[config.mk]
export PLATFORM = sky130hd
export DESIGN_NAME = joint_pose_text_encoder_core
export DESIGN_NICKNAME = d
export VERILOG_FILES = /design/src/hdl/jpte_pkg.sv /design/src/hdl/joint_pose_text_encoder_core.sv /design/src/hdl/jpte_comp_code.sv
export SDC_FILE = /design/constraint.sdc
export NUM_CORES = 1
export LEC_CHECK = 0
export ABC_AREA = 1
export BUFFER_PORTS_ARGS = -buffer_cell sky130_fd_sc_hd__buf_2
export CORE_AREA = 4 4 158 221
export CTS_CLUSTER_SIZE = 30
export DETAILED_ROUTE_END_ITERATION = 10
export DIE_AREA = 0 0 162 225
export PLACE_DENSITY = 0.7
export SYNTH_ARGS = -nofsm -noshare
export SYNTH_HDL_FRONTEND = slang
export SYNTH_HIERARCHICAL = 1
export SYNTH_SLANG_ARGS = --single-unit
[constraint.sdc]
create_clock -name clk -period 9.8 [get_ports clk]
set_clock_uncertainty 0.2 [all_clocks]
set_input_delay 1.47 -clock clk [delete_from_list [all_inputs] [get_ports clk]]
set_output_delay 1.47 -clock clk [all_outputs]
set_load 0.01 [all_outputs]
[src/hdl/jpte_pkg.sv]
// jpte_pkg: shared types and constants for the joint pose text encoder
// depends on nothing; imported by jpte_comp_code and joint_pose_text_encoder_core
`timescale 1ns / 1ps
package jpte_pkg;

  // field widths
  localparam int COMP_W   = 20;
  localparam int JOINT_W  = 9;
  localparam int CODE_W   = 13;
  localparam int CHAR_W   = 7;
  localparam int NUM_COMP = 9;

  // default fraction bits of the components
  localparam int FRAC_BITS_DEF = 16;

  // value code range: two base-80 digits
  localparam logic [CODE_W-1:0] CODE_MAX   = 13'd6399;
  localparam logic [CODE_W-1:0] HDR_SAT    = 13'd3199;
  localparam logic [CODE_W-1:0] HDR_OFFSET = 13'd3200;
  localparam int                CLAMP_LO   = -3200;
  localparam int                CLAMP_HI   = 3199;
  localparam int                COMP_OFFSET = 3200;

  // characters
  localparam logic [CHAR_W-1:0] DIGIT_BASE = 7'd46;
  localparam logic [CHAR_W-1:0] ZERO_MARK  = 7'd37;
  localparam logic [CHAR_W-1:0] RADIX      = 7'd80;

  // divide by 80: floor(n * 3277 / 2^18) is exact for n below 6400
  localparam int DIV80_MUL   = 3277;
  localparam int DIV80_SHIFT = 18;
  localparam int DIV80_PW    = 25;

  // value index within one record
  typedef logic [3:0] vidx_t;
  localparam vidx_t VI_HEADER     = 4'd0;
  localparam vidx_t VI_ROT_FIRST  = 4'd1;
  localparam vidx_t VI_ROT_LAST   = 4'd3;
  localparam vidx_t VI_POS_LAST   = 4'd6;
  localparam vidx_t VI_SCALE_LAST = 4'd9;
  localparam vidx_t VI_MARK       = 4'd10;

  typedef logic [CODE_W-1:0] code_t;

endpackage

[src/hdl/joint_pose_text_encoder_core.sv]
// joint_pose_text_encoder_core: turns one joint record into a stream of text characters
// depends on jpte_pkg and jpte_comp_code
// a record's first character passes the hold, code and output registers after acceptance
// throughput: one character per cycle unless out_ready stalls the output; a record is 3, 8,
// 14 or 20 characters long; the next record is taken as the last value issues
// reset: rst_n clears the valid flags of the hold, code and output stages only
`timescale 1ns / 1ps
module joint_pose_text_encoder_core #(
  parameter int FRAC_BITS = jpte_pkg::FRAC_BITS_DEF
) (
  input  logic                                clk,
  input  logic                                rst_n,
  input  logic                                in_valid,
  output logic                                in_ready,
  input  logic [jpte_pkg::JOINT_W-1:0]        in_joint_number,
  input  logic                                in_mirrored,
  input  logic                                in_base_rotation_zero,
  input  logic signed [jpte_pkg::COMP_W-1:0]  in_rot_x,
  input  logic signed [jpte_pkg::COMP_W-1:0]  in_rot_y,
  input  logic signed [jpte_pkg::COMP_W-1:0]  in_rot_z,
  input  logic signed [jpte_pkg::COMP_W-1:0]  in_pos_x,
  input  logic signed [jpte_pkg::COMP_W-1:0]  in_pos_y,
  input  logic signed [jpte_pkg::COMP_W-1:0]  in_pos_z,
  input  logic signed [jpte_pkg::COMP_W-1:0]  in_scale_x,
  input  logic signed [jpte_pkg::COMP_W-1:0]  in_scale_y,
  input  logic signed [jpte_pkg::COMP_W-1:0]  in_scale_z,
  output logic                                out_valid,
  input  logic                                out_ready,
  output logic [jpte_pkg::CHAR_W-1:0]         out_char_code,
  output logic                                out_last_char
);
  import jpte_pkg::*;

  // hold stage: the accepted record and the value being issued
  logic                     hold_valid_r;
  logic [JOINT_W-1:0]       hold_joint_r;
  logic                     hold_mir_r;
  logic                     hold_bz_r;
  logic signed [COMP_W-1:0] hold_comp_r [NUM_COMP];
  vidx_t                    hold_vi_r;
  vidx_t                    hold_last_vi_r;

  // code stage: one value code, split into two characters, or the one mark character
  logic  code_valid_r;
  code_t code_r;
  logic  code_mark_r;
  logic  code_last_r;
  logic  code_phase_r;

  // output stage
  logic              out_valid_r;
  logic [CHAR_W-1:0] out_char_r;
  logic              out_last_r;

  logic in_accept;
  logic o_load;
  logic c_emit;
  logic c_done;
  logic h_issue;
  logic h_done;

  // handshake chain, back to front
  always_comb begin
    o_load    = !out_valid_r || out_ready;
    c_emit    = code_valid_r && o_load;
    c_done    = c_emit && (code_mark_r || code_phase_r);
    h_issue   = hold_valid_r && (!code_valid_r || c_done);
    h_done    = h_issue && (hold_vi_r == hold_last_vi_r);
    in_ready  = !hold_valid_r || h_done;
    in_accept = in_valid && in_ready;
  end

  // which values a record sends
  logic  rot_zero;
  logic  pos_zero;
  logic  sca_zero;
  vidx_t last_vi;

  always_comb begin
    rot_zero = (in_rot_x == '0) && (in_rot_y == '0) && (in_rot_z == '0);
    pos_zero = (in_pos_x == '0) && (in_pos_y == '0) && (in_pos_z == '0);
    sca_zero = (in_scale_x == '0) && (in_scale_y == '0) && (in_scale_z == '0);
    if (rot_zero && pos_zero && sca_zero) begin
      last_vi = VI_MARK;
    end else if (!sca_zero) begin
      last_vi = VI_SCALE_LAST;
    end else if (!pos_zero) begin
      last_vi = VI_POS_LAST;
    end else begin
      last_vi = VI_ROT_LAST;
    end
  end

  // next value index: the all-zero record jumps from header to the mark
  vidx_t hold_vi_nxt;

  always_comb begin
    if (hold_vi_r == VI_HEADER && hold_last_vi_r == VI_MARK) begin
      hold_vi_nxt = VI_MARK;
    end else begin
      hold_vi_nxt = hold_vi_r + vidx_t'(1);
    end
  end

  // hold stage registers
  always_ff @(posedge clk) begin
    if (!rst_n) begin
      hold_valid_r <= 1'b0;
    end else if (in_accept) begin
      hold_valid_r <= 1'b1;
    end else if (h_done) begin
      hold_valid_r <= 1'b0;
    end
  end

  always_ff @(posedge clk) begin
    if (in_accept) begin
      hold_joint_r   <= in_joint_number;
      hold_mir_r     <= in_mirrored;
      hold_bz_r      <= in_base_rotation_zero;
      hold_comp_r[0] <= in_rot_x;
      hold_comp_r[1] <= in_rot_y;
      hold_comp_r[2] <= in_rot_z;
      hold_comp_r[3] <= in_pos_x;
      hold_comp_r[4] <= in_pos_y;
      hold_comp_r[5] <= in_pos_z;
      hold_comp_r[6] <= in_scale_x;
      hold_comp_r[7] <= in_scale_y;
      hold_comp_r[8] <= in_scale_z;
      hold_last_vi_r <= last_vi;
      hold_vi_r      <= VI_HEADER;
    end else if (h_issue) begin
      hold_vi_r <= hold_vi_nxt;
    end
  end

  // select the component for the current value index
  vidx_t                    comp_idx;
  logic signed [COMP_W-1:0] comp_sel;
  code_t                    comp_code;

  always_comb begin
    comp_idx = hold_vi_r - VI_ROT_FIRST;
    if (hold_vi_r >= VI_ROT_FIRST && hold_vi_r <= VI_SCALE_LAST) begin
      comp_sel = hold_comp_r[comp_idx];
    end else begin
      comp_sel = '0;
    end
  end

  jpte_comp_code #(
    .FRAC_BITS (FRAC_BITS)
  ) u_comp_code (
    .comp (comp_sel),
    .code (comp_code)
  );

  // header value: joint * 10 + mirrored + 2 * base zero, saturated, offset
  code_t hdr_raw;
  code_t hdr_code;
  code_t value_code;

  always_comb begin
    hdr_raw = (code_t'(hold_joint_r) << 3) + (code_t'(hold_joint_r) << 1)
            + code_t'(hold_mir_r) + (code_t'(hold_bz_r) << 1);
    if (hdr_raw > HDR_SAT) begin
      hdr_code = HDR_SAT + HDR_OFFSET;
    end else begin
      hdr_code = hdr_raw + HDR_OFFSET;
    end
    if (hold_vi_r == VI_HEADER) begin
      value_code = hdr_code;
    end else begin
      value_code = comp_code;
    end
  end

  // code stage registers
  always_ff @(posedge clk) begin
    if (!rst_n) begin
      code_valid_r <= 1'b0;
    end else if (h_issue) begin
      code_valid_r <= 1'b1;
    end else if (c_done) begin
      code_valid_r <= 1'b0;
    end
  end

  always_ff @(posedge clk) begin
    if (h_issue) begin
      code_r       <= value_code;
      code_mark_r  <= (hold_vi_r == VI_MARK);
      code_last_r  <= (hold_vi_r == hold_last_vi_r);
      code_phase_r <= 1'b0;
    end else if (c_emit) begin
      code_phase_r <= 1'b1;
    end
  end

  // base-80 split and character select
  logic [DIV80_PW-1:0] div_prod;
  logic [CHAR_W-1:0]   digit_hi;
  code_t               hi_times;
  code_t               rem_wide;
  logic [CHAR_W-1:0]   digit_lo;
  logic [CHAR_W-1:0]   char_nxt;

  always_comb begin
    div_prod = DIV80_PW'(code_r) * DIV80_PW'(DIV80_MUL);
    digit_hi = CHAR_W'(div_prod >> DIV80_SHIFT);
    hi_times = code_t'(digit_hi) * code_t'(RADIX);
    rem_wide = code_r - hi_times;
    digit_lo = rem_wide[CHAR_W-1:0];
    if (code_mark_r) begin
      char_nxt = ZERO_MARK;
    end else if (code_phase_r) begin
      char_nxt = digit_lo + DIGIT_BASE;
    end else begin
      char_nxt = digit_hi + DIGIT_BASE;
    end
  end

  // output word register
  always_ff @(posedge clk) begin
    if (!rst_n) begin
      out_valid_r <= 1'b0;
    end else if (c_emit) begin
      out_valid_r <= 1'b1;
    end else if (out_ready) begin
      out_valid_r <= 1'b0;
    end
  end

  always_ff @(posedge clk) begin
    if (c_emit) begin
      out_char_r <= char_nxt;
      out_last_r <= code_last_r && (code_mark_r || code_phase_r);
    end
  end

  assign out_valid     = out_valid_r;
  assign out_char_code = out_char_r;
  assign out_last_char = out_last_r;

endmodule

[src/hdl/jpte_comp_code.sv]
// jpte_comp_code: scales one fixed point component by 1000, rounds, clamps, offsets
// depends on jpte_pkg
`timescale 1ns / 1ps
module jpte_comp_code #(
  parameter int FRAC_BITS = jpte_pkg::FRAC_BITS_DEF
) (
  input  logic signed [jpte_pkg::COMP_W-1:0] comp,
  output jpte_pkg::code_t                     code
);
  import jpte_pkg::*;

  localparam int PW = COMP_W + 11;
  localparam logic signed [PW-1:0] HALF = PW'(1) <<< (FRAC_BITS - 1);
  localparam logic signed [PW-1:0] LO   = PW'(CLAMP_LO);
  localparam logic signed [PW-1:0] HI   = PW'(CLAMP_HI);
  localparam logic signed [PW-1:0] OFS  = PW'(COMP_OFFSET);

  logic signed [PW-1:0] ext;
  logic signed [PW-1:0] prod;
  logic signed [PW-1:0] rnd;
  logic signed [PW-1:0] q;
  logic signed [PW-1:0] biased;

  // times 1000 as 1024 - 16 - 8, then round half up
  always_comb begin
    ext    = PW'(comp);
    prod   = (ext <<< 10) - (ext <<< 4) - (ext <<< 3);
    rnd    = prod + HALF;
    q      = rnd >>> FRAC_BITS;
    biased = q + OFS;
  end

  // clamp and offset
  always_comb begin
    if (q < LO) begin
      code = '0;
    end else if (q > HI) begin
      code = CODE_MAX;
    end else begin
      code = biased[CODE_W-1:0];
    end
  end

endmodule

==> metrics.txt <==
# TYPE chip_impl_metric gauge
chip_impl_metric{name="final.setup.worst_slack",unit="ns"} 2.43
chip_impl_info{name="outcome",value="completed"} 1
chip_impl_metric{name="cpPeakStageDelay",unit="ns"} 0.88
chip_impl_metric{name="slew_violations",unit=""} 0
chip_impl_metric{name="gp_congestion",unit=""} 0.941
chip_impl_metric{name="synth.yosys.seq_area_share",unit="%"} 41.1
chip_impl_metric{name="drt_wl_total",unit="mm"} 43.7
chip_impl_info{name="synthTopCellsByArea",value="sky130_fd_sc_hd__edfxtp_1, sky130_fd_sc_hd__ha_1, sky130_fd_sc_hd__nand2_1, sky130_fd_sc_hd__inv_1, sky130_fd_sc_hd__fa_1"} 1
chip_impl_metric{name="die_w",unit="um"} 162
chip_impl_info{name="worst_hold_path_type",value="reg -> reg"} 1
chip_impl_metric{name="post_cts.repair.setup_buffers",unit=""} 0
chip_impl_metric{name="grt_util_all_layers",unit="%"} 23.7
chip_impl_metric{name="final.period_utilization",unit="%"} 75.2
chip_impl_info{name="clock_tree.root_cell",value="sky130_fd_sc_hd__clkbuf_16"} 1
chip_impl_metric{name="grt.met1_usage",unit="%"} 25.4
chip_impl_metric{name="wire_per_inst",unit="um"} 17.8
chip_impl_metric{name="fp_rows",unit=""} 79
chip_impl_metric{name="port_buffers",unit=""} 204
chip_impl_metric{name="maximum_clock_path_buffer_count",unit=""} 3
chip_impl_metric{name="tightest_slew",unit="ns"} 1.10
chip_impl_metric{name="ys.warnings.count",unit=""} 6
chip_impl_info{name="synth_area_leader_cell",value="sky130_fd_sc_hd__edfxtp_1"} 1
chip_impl_metric{name="drc_errors",unit=""} 0
chip_impl_info{name="worst_setup_path_start_kind",value="flip-flop"} 1
chip_impl_metric{name="cts.repair.resized",unit=""} 0
chip_impl_metric{name="initial_utilization",unit="%"} 49.5
chip_impl_metric{name="chipHeight",unit="um"} 225
chip_impl_metric{name="synthToLayoutAreaGrowth",unit="%"} 12.8
chip_impl_info{name="ys_top_cells_by_count",value="sky130_fd_sc_hd__nand2_1, sky130_fd_sc_hd__inv_1, sky130_fd_sc_hd__edfxtp_1"} 1
chip_impl_metric{name="final-hold-violation-count",unit=""} 0
chip_impl_metric{name="drt_first_iter_violations",unit=""} 912
chip_impl_metric{name="cts_sinks",unit=""} 226
chip_impl_metric{name="m3_gr_usage",unit="%"} 1.96
chip_impl_metric{name="cp.required",unit="ns"} 9.87
chip_impl_metric{name="use_met2",unit="%"} 46.3
chip_impl_metric{name="setup_violations",unit=""} 0
chip_impl_metric{name="route.vias.total",unit=""} 13200
chip_impl_metric{name="postSynth.asyncResetShare",unit="%"} 0
chip_impl_metric{name="postLayoutCoreUtil",unit="%"} 55.8
chip_impl_metric{name="synthesis.nets",unit=""} 2229
chip_impl_metric{name="tritoncts.num_buffers",unit=""} 21
chip_impl_info{name="start_point_of_the_worst_hold_path",value="code_valid_r$_SDFFE_PN0P_"} 1
chip_impl_metric{name="share_of_layout_cells_above_drive_strength_1",unit="%"} 14.4
chip_impl_info{name="crit-reg2reg-launch",value="hold_vi_r[1]$_SDFFE_PP0P_"} 1
chip_impl_metric{name="first_pass_grt_wire_length",unit="mm"} 68.2
chip_impl_metric{name="synth_top_cell_area_share",unit="%"} 40.1
chip_impl_info{name="grt-busiest-layer",value="met2"} 1
chip_impl_metric{name="dieArea",unit="sq um"} 36500
chip_impl_info{name="critical_path.startpoint",value="hold_vi_r[1]$_SDFFE_PP0P_"} 1
chip_impl_info{name="path_class",value="reg -> reg"} 1
chip_impl_metric{name="first_global_vias",unit=""} 13400
chip_impl_metric{name="drt_first_pass_iters",unit=""} 5
chip_impl_info{name="crit_slowest_cell",value="sky130_fd_sc_hd__ha_1"} 1
chip_impl_info{name="timing.critical_path.to_type",value="flip-flop"} 1
chip_impl_metric{name="ant_nets",unit=""} 0
chip_impl_metric{name="antenna_found_initial",unit=""} 0
chip_impl_metric{name="timing.max_slew.rel_slack",unit="%"} 26.5
chip_impl_metric{name="fin_nets",unit=""} 2418
chip_impl_info{name="tritoncts",value="built"} 1
chip_impl_metric{name="cts_hold_buf",unit=""} 0
chip_impl_metric{name="diode_insertion_count_for_antenna_repair",unit=""} 0
chip_impl_metric{name="ctsHtreeMaxLevel",unit=""} 1
chip_impl_info{name="yosys.cell_count.top_type",value="sky130_fd_sc_hd__nand2_1"} 1
chip_impl_metric{name="pin_count",unit=""} 205
chip_impl_metric{name="achievable-frequency",unit="GHz"} 0.136
chip_impl_metric{name="postSynthAreaPerCell",unit="sq um"} 9.04
chip_impl_metric{name="critPathMaxFanout",unit=""} 59
chip_impl_info{name="yosys_most_used_dff",value="sky130_fd_sc_hd__edfxtp_1"} 1
chip_impl_metric{name="synth-edff-count",unit=""} 218
chip_impl_metric{name="critical_path_arrival",unit="ns"} 7.44
chip_impl_metric{name="cts.clk_slew.worst_paths",unit="ns"} 0.07
chip_impl_metric{name="globalRouteOverflowTotal",unit=""} 0
chip_impl_metric{name="detailedPlacementHpwl",unit="mm"} 36.0
chip_impl_metric{name="finalSetupTns",unit="ns"} 0
chip_impl_info{name="setup_repair_after_global_routing_missed_its_margin",value="no"} 1
chip_impl_metric{name="grt_max_degree",unit=""} 125
chip_impl_metric{name="syn-cell-area",unit="sq um"} 16300
chip_impl_metric{name="vias_per_cell",unit=""} 5.38
chip_impl_metric{name="yosysUniqueCellTypes",unit=""} 57
chip_impl_metric{name="placement.setup.worst_slack",unit="ns"} 2.55
chip_impl_metric{name="timing.max_cap.violations",unit=""} 0
chip_impl_metric{name="syn_inst",unit=""} 1806
chip_impl_metric{name="core_region_area",unit="sq um"} 33000
chip_impl_metric{name="period_needed",unit="ns"} 7.37
chip_impl_metric{name="synth_seq_cells",unit=""} 226
chip_impl_metric{name="insertion_delay",unit="ns"} 0.51
chip_impl_info{name="critical_path.most_common_cell",value="sky130_fd_sc_hd__nand2_1"} 1
==> logic make-up (layout without fill, tap and decap cells) <==
kind of cell	after synthesis	count (layout)	share of synthesized area (%)
AND/OR/NAND/NOR	691	691	18.7
adder cells (fa/ha/maj)	228	228	20.0
buffers and inverters	378	580	8.93
XOR/XNOR	30	30	1.65
flip-flops	226	226	41.1
AO/OA/AOI/OAI	253	253	9.65
==> path summary, 6_finish.rpt <==
check / to / slack (ns) / cells past startpoint
worst min-delay path: out_valid$_SDFFE_PN0P_ / 0.27 / 2
worst max register to register: code_r[6]$_DFFE_PP_ / 2.43 / 29
worst max-delay path: code_r[6]$_DFFE_PP_ / 2.43 / 29
worst min register to register: out_valid$_SDFFE_PN0P_ / 0.27 / 2
==> metal layers <==
metal  share of wire (%)  vias to the layer above
met2                  54                      408
li1                    -                     6468
met1                  36                     6210
met3                 4.0                      114
met5                   0                        -
met4                 5.5                        0
==> per-stage QoR <==
stage          std cells  cell area, sq um  hold WS (ns)
6_report            2453             18400         0.270
5_1_grt             2453             18400         0.292
4_1_cts             2453             18400         0.271
3_5_place_dp        2417             17800         0.264
3_3_place_gp        2417             17800         0.256
2_1_floorplan       1806             16300         0.245
==> layout make-up <==
type,count,area (sq um)
Sequential cell,226,6710
Clock inverter,12,130
Fill cell,2984,14600
Multi-Input combinational cell,1202,8170
Timing Repair Buffer,209,1060
Tap cell,445,557
Inverter,335,1260
Clock buffer,24,537
==> flip-flops by register name, indices dropped and copies added (netlist names), 4 cells and up <==
register	flops
out_char_code	7
hold_comp_r	180
hold_joint_r	9
hold_vi_r	4
hold_last_vi_r	4
code_r	13
==> layout by cell type (no fill, tap or decap), types with 3 or more instances in the layout <==
master,netlist,layout
sky130_fd_sc_hd__clkbuf_1,27,3
sky130_fd_sc_hd__fa_1,56,56
sky130_fd_sc_hd__nand2_1,406,406
sky130_fd_sc_hd__ha_1,172,172
sky130_fd_sc_hd__inv_2,6,6
sky130_fd_sc_hd__clkbuf_16,0,21
sky130_fd_sc_hd__a31oi_1,4,4
sky130_fd_sc_hd__buf_4,1,5
sky130_fd_sc_hd__nand3b_1,6,6
sky130_fd_sc_hd__nand4_1,23,23
sky130_fd_sc_hd__a21o_1,6,6
sky130_fd_sc_hd__nor2_1,88,88
sky130_fd_sc_hd__o21ai_0,32,31
sky130_fd_sc_hd__inv_6,0,4
sky130_fd_sc_hd__nand3_2,7,7
sky130_fd_sc_hd__nor4_1,44,44
sky130_fd_sc_hd__or4_1,4,4
sky130_fd_sc_hd__xor2_1,21,20
sky130_fd_sc_hd__nor2_2,5,5
sky130_fd_sc_hd__nand2_2,9,9
sky130_fd_sc_hd__o211ai_1,38,38
sky130_fd_sc_hd__a32o_1,18,18
sky130_fd_sc_hd__nor3_1,10,10
sky130_fd_sc_hd__a22oi_1,19,19
sky130_fd_sc_hd__xnor2_1,8,8
sky130_fd_sc_hd__buf_2,5,204
sky130_fd_sc_hd__o21bai_1,3,3
sky130_fd_sc_hd__dfxtp_1,8,7
sky130_fd_sc_hd__edfxtp_1,218,218
sky130_fd_sc_hd__or2_2,10,10
sky130_fd_sc_hd__inv_1,329,328
sky130_fd_sc_hd__a21oi_1,117,117
sky130_fd_sc_hd__clkinvlp_4,0,3
sky130_fd_sc_hd__nand3_1,68,68
==> worst max-delay path, delay by kind of cell, from the launching register on <==
kind | cells | cell delay [ns]
buffers and inverters | 8 | 1.14
AND/OR/NAND/NOR | 12 | 1.51
AO/OA/AOI/OAI | 5 | 1.79
flip-flops | 1 | 0.43
adder cells (fa/ha/maj) | 4 | 2.02
Power is left out: the tool's default activity adds up to more than one toggle a clock period on the data nets, which glitch-free logic cannot reach.
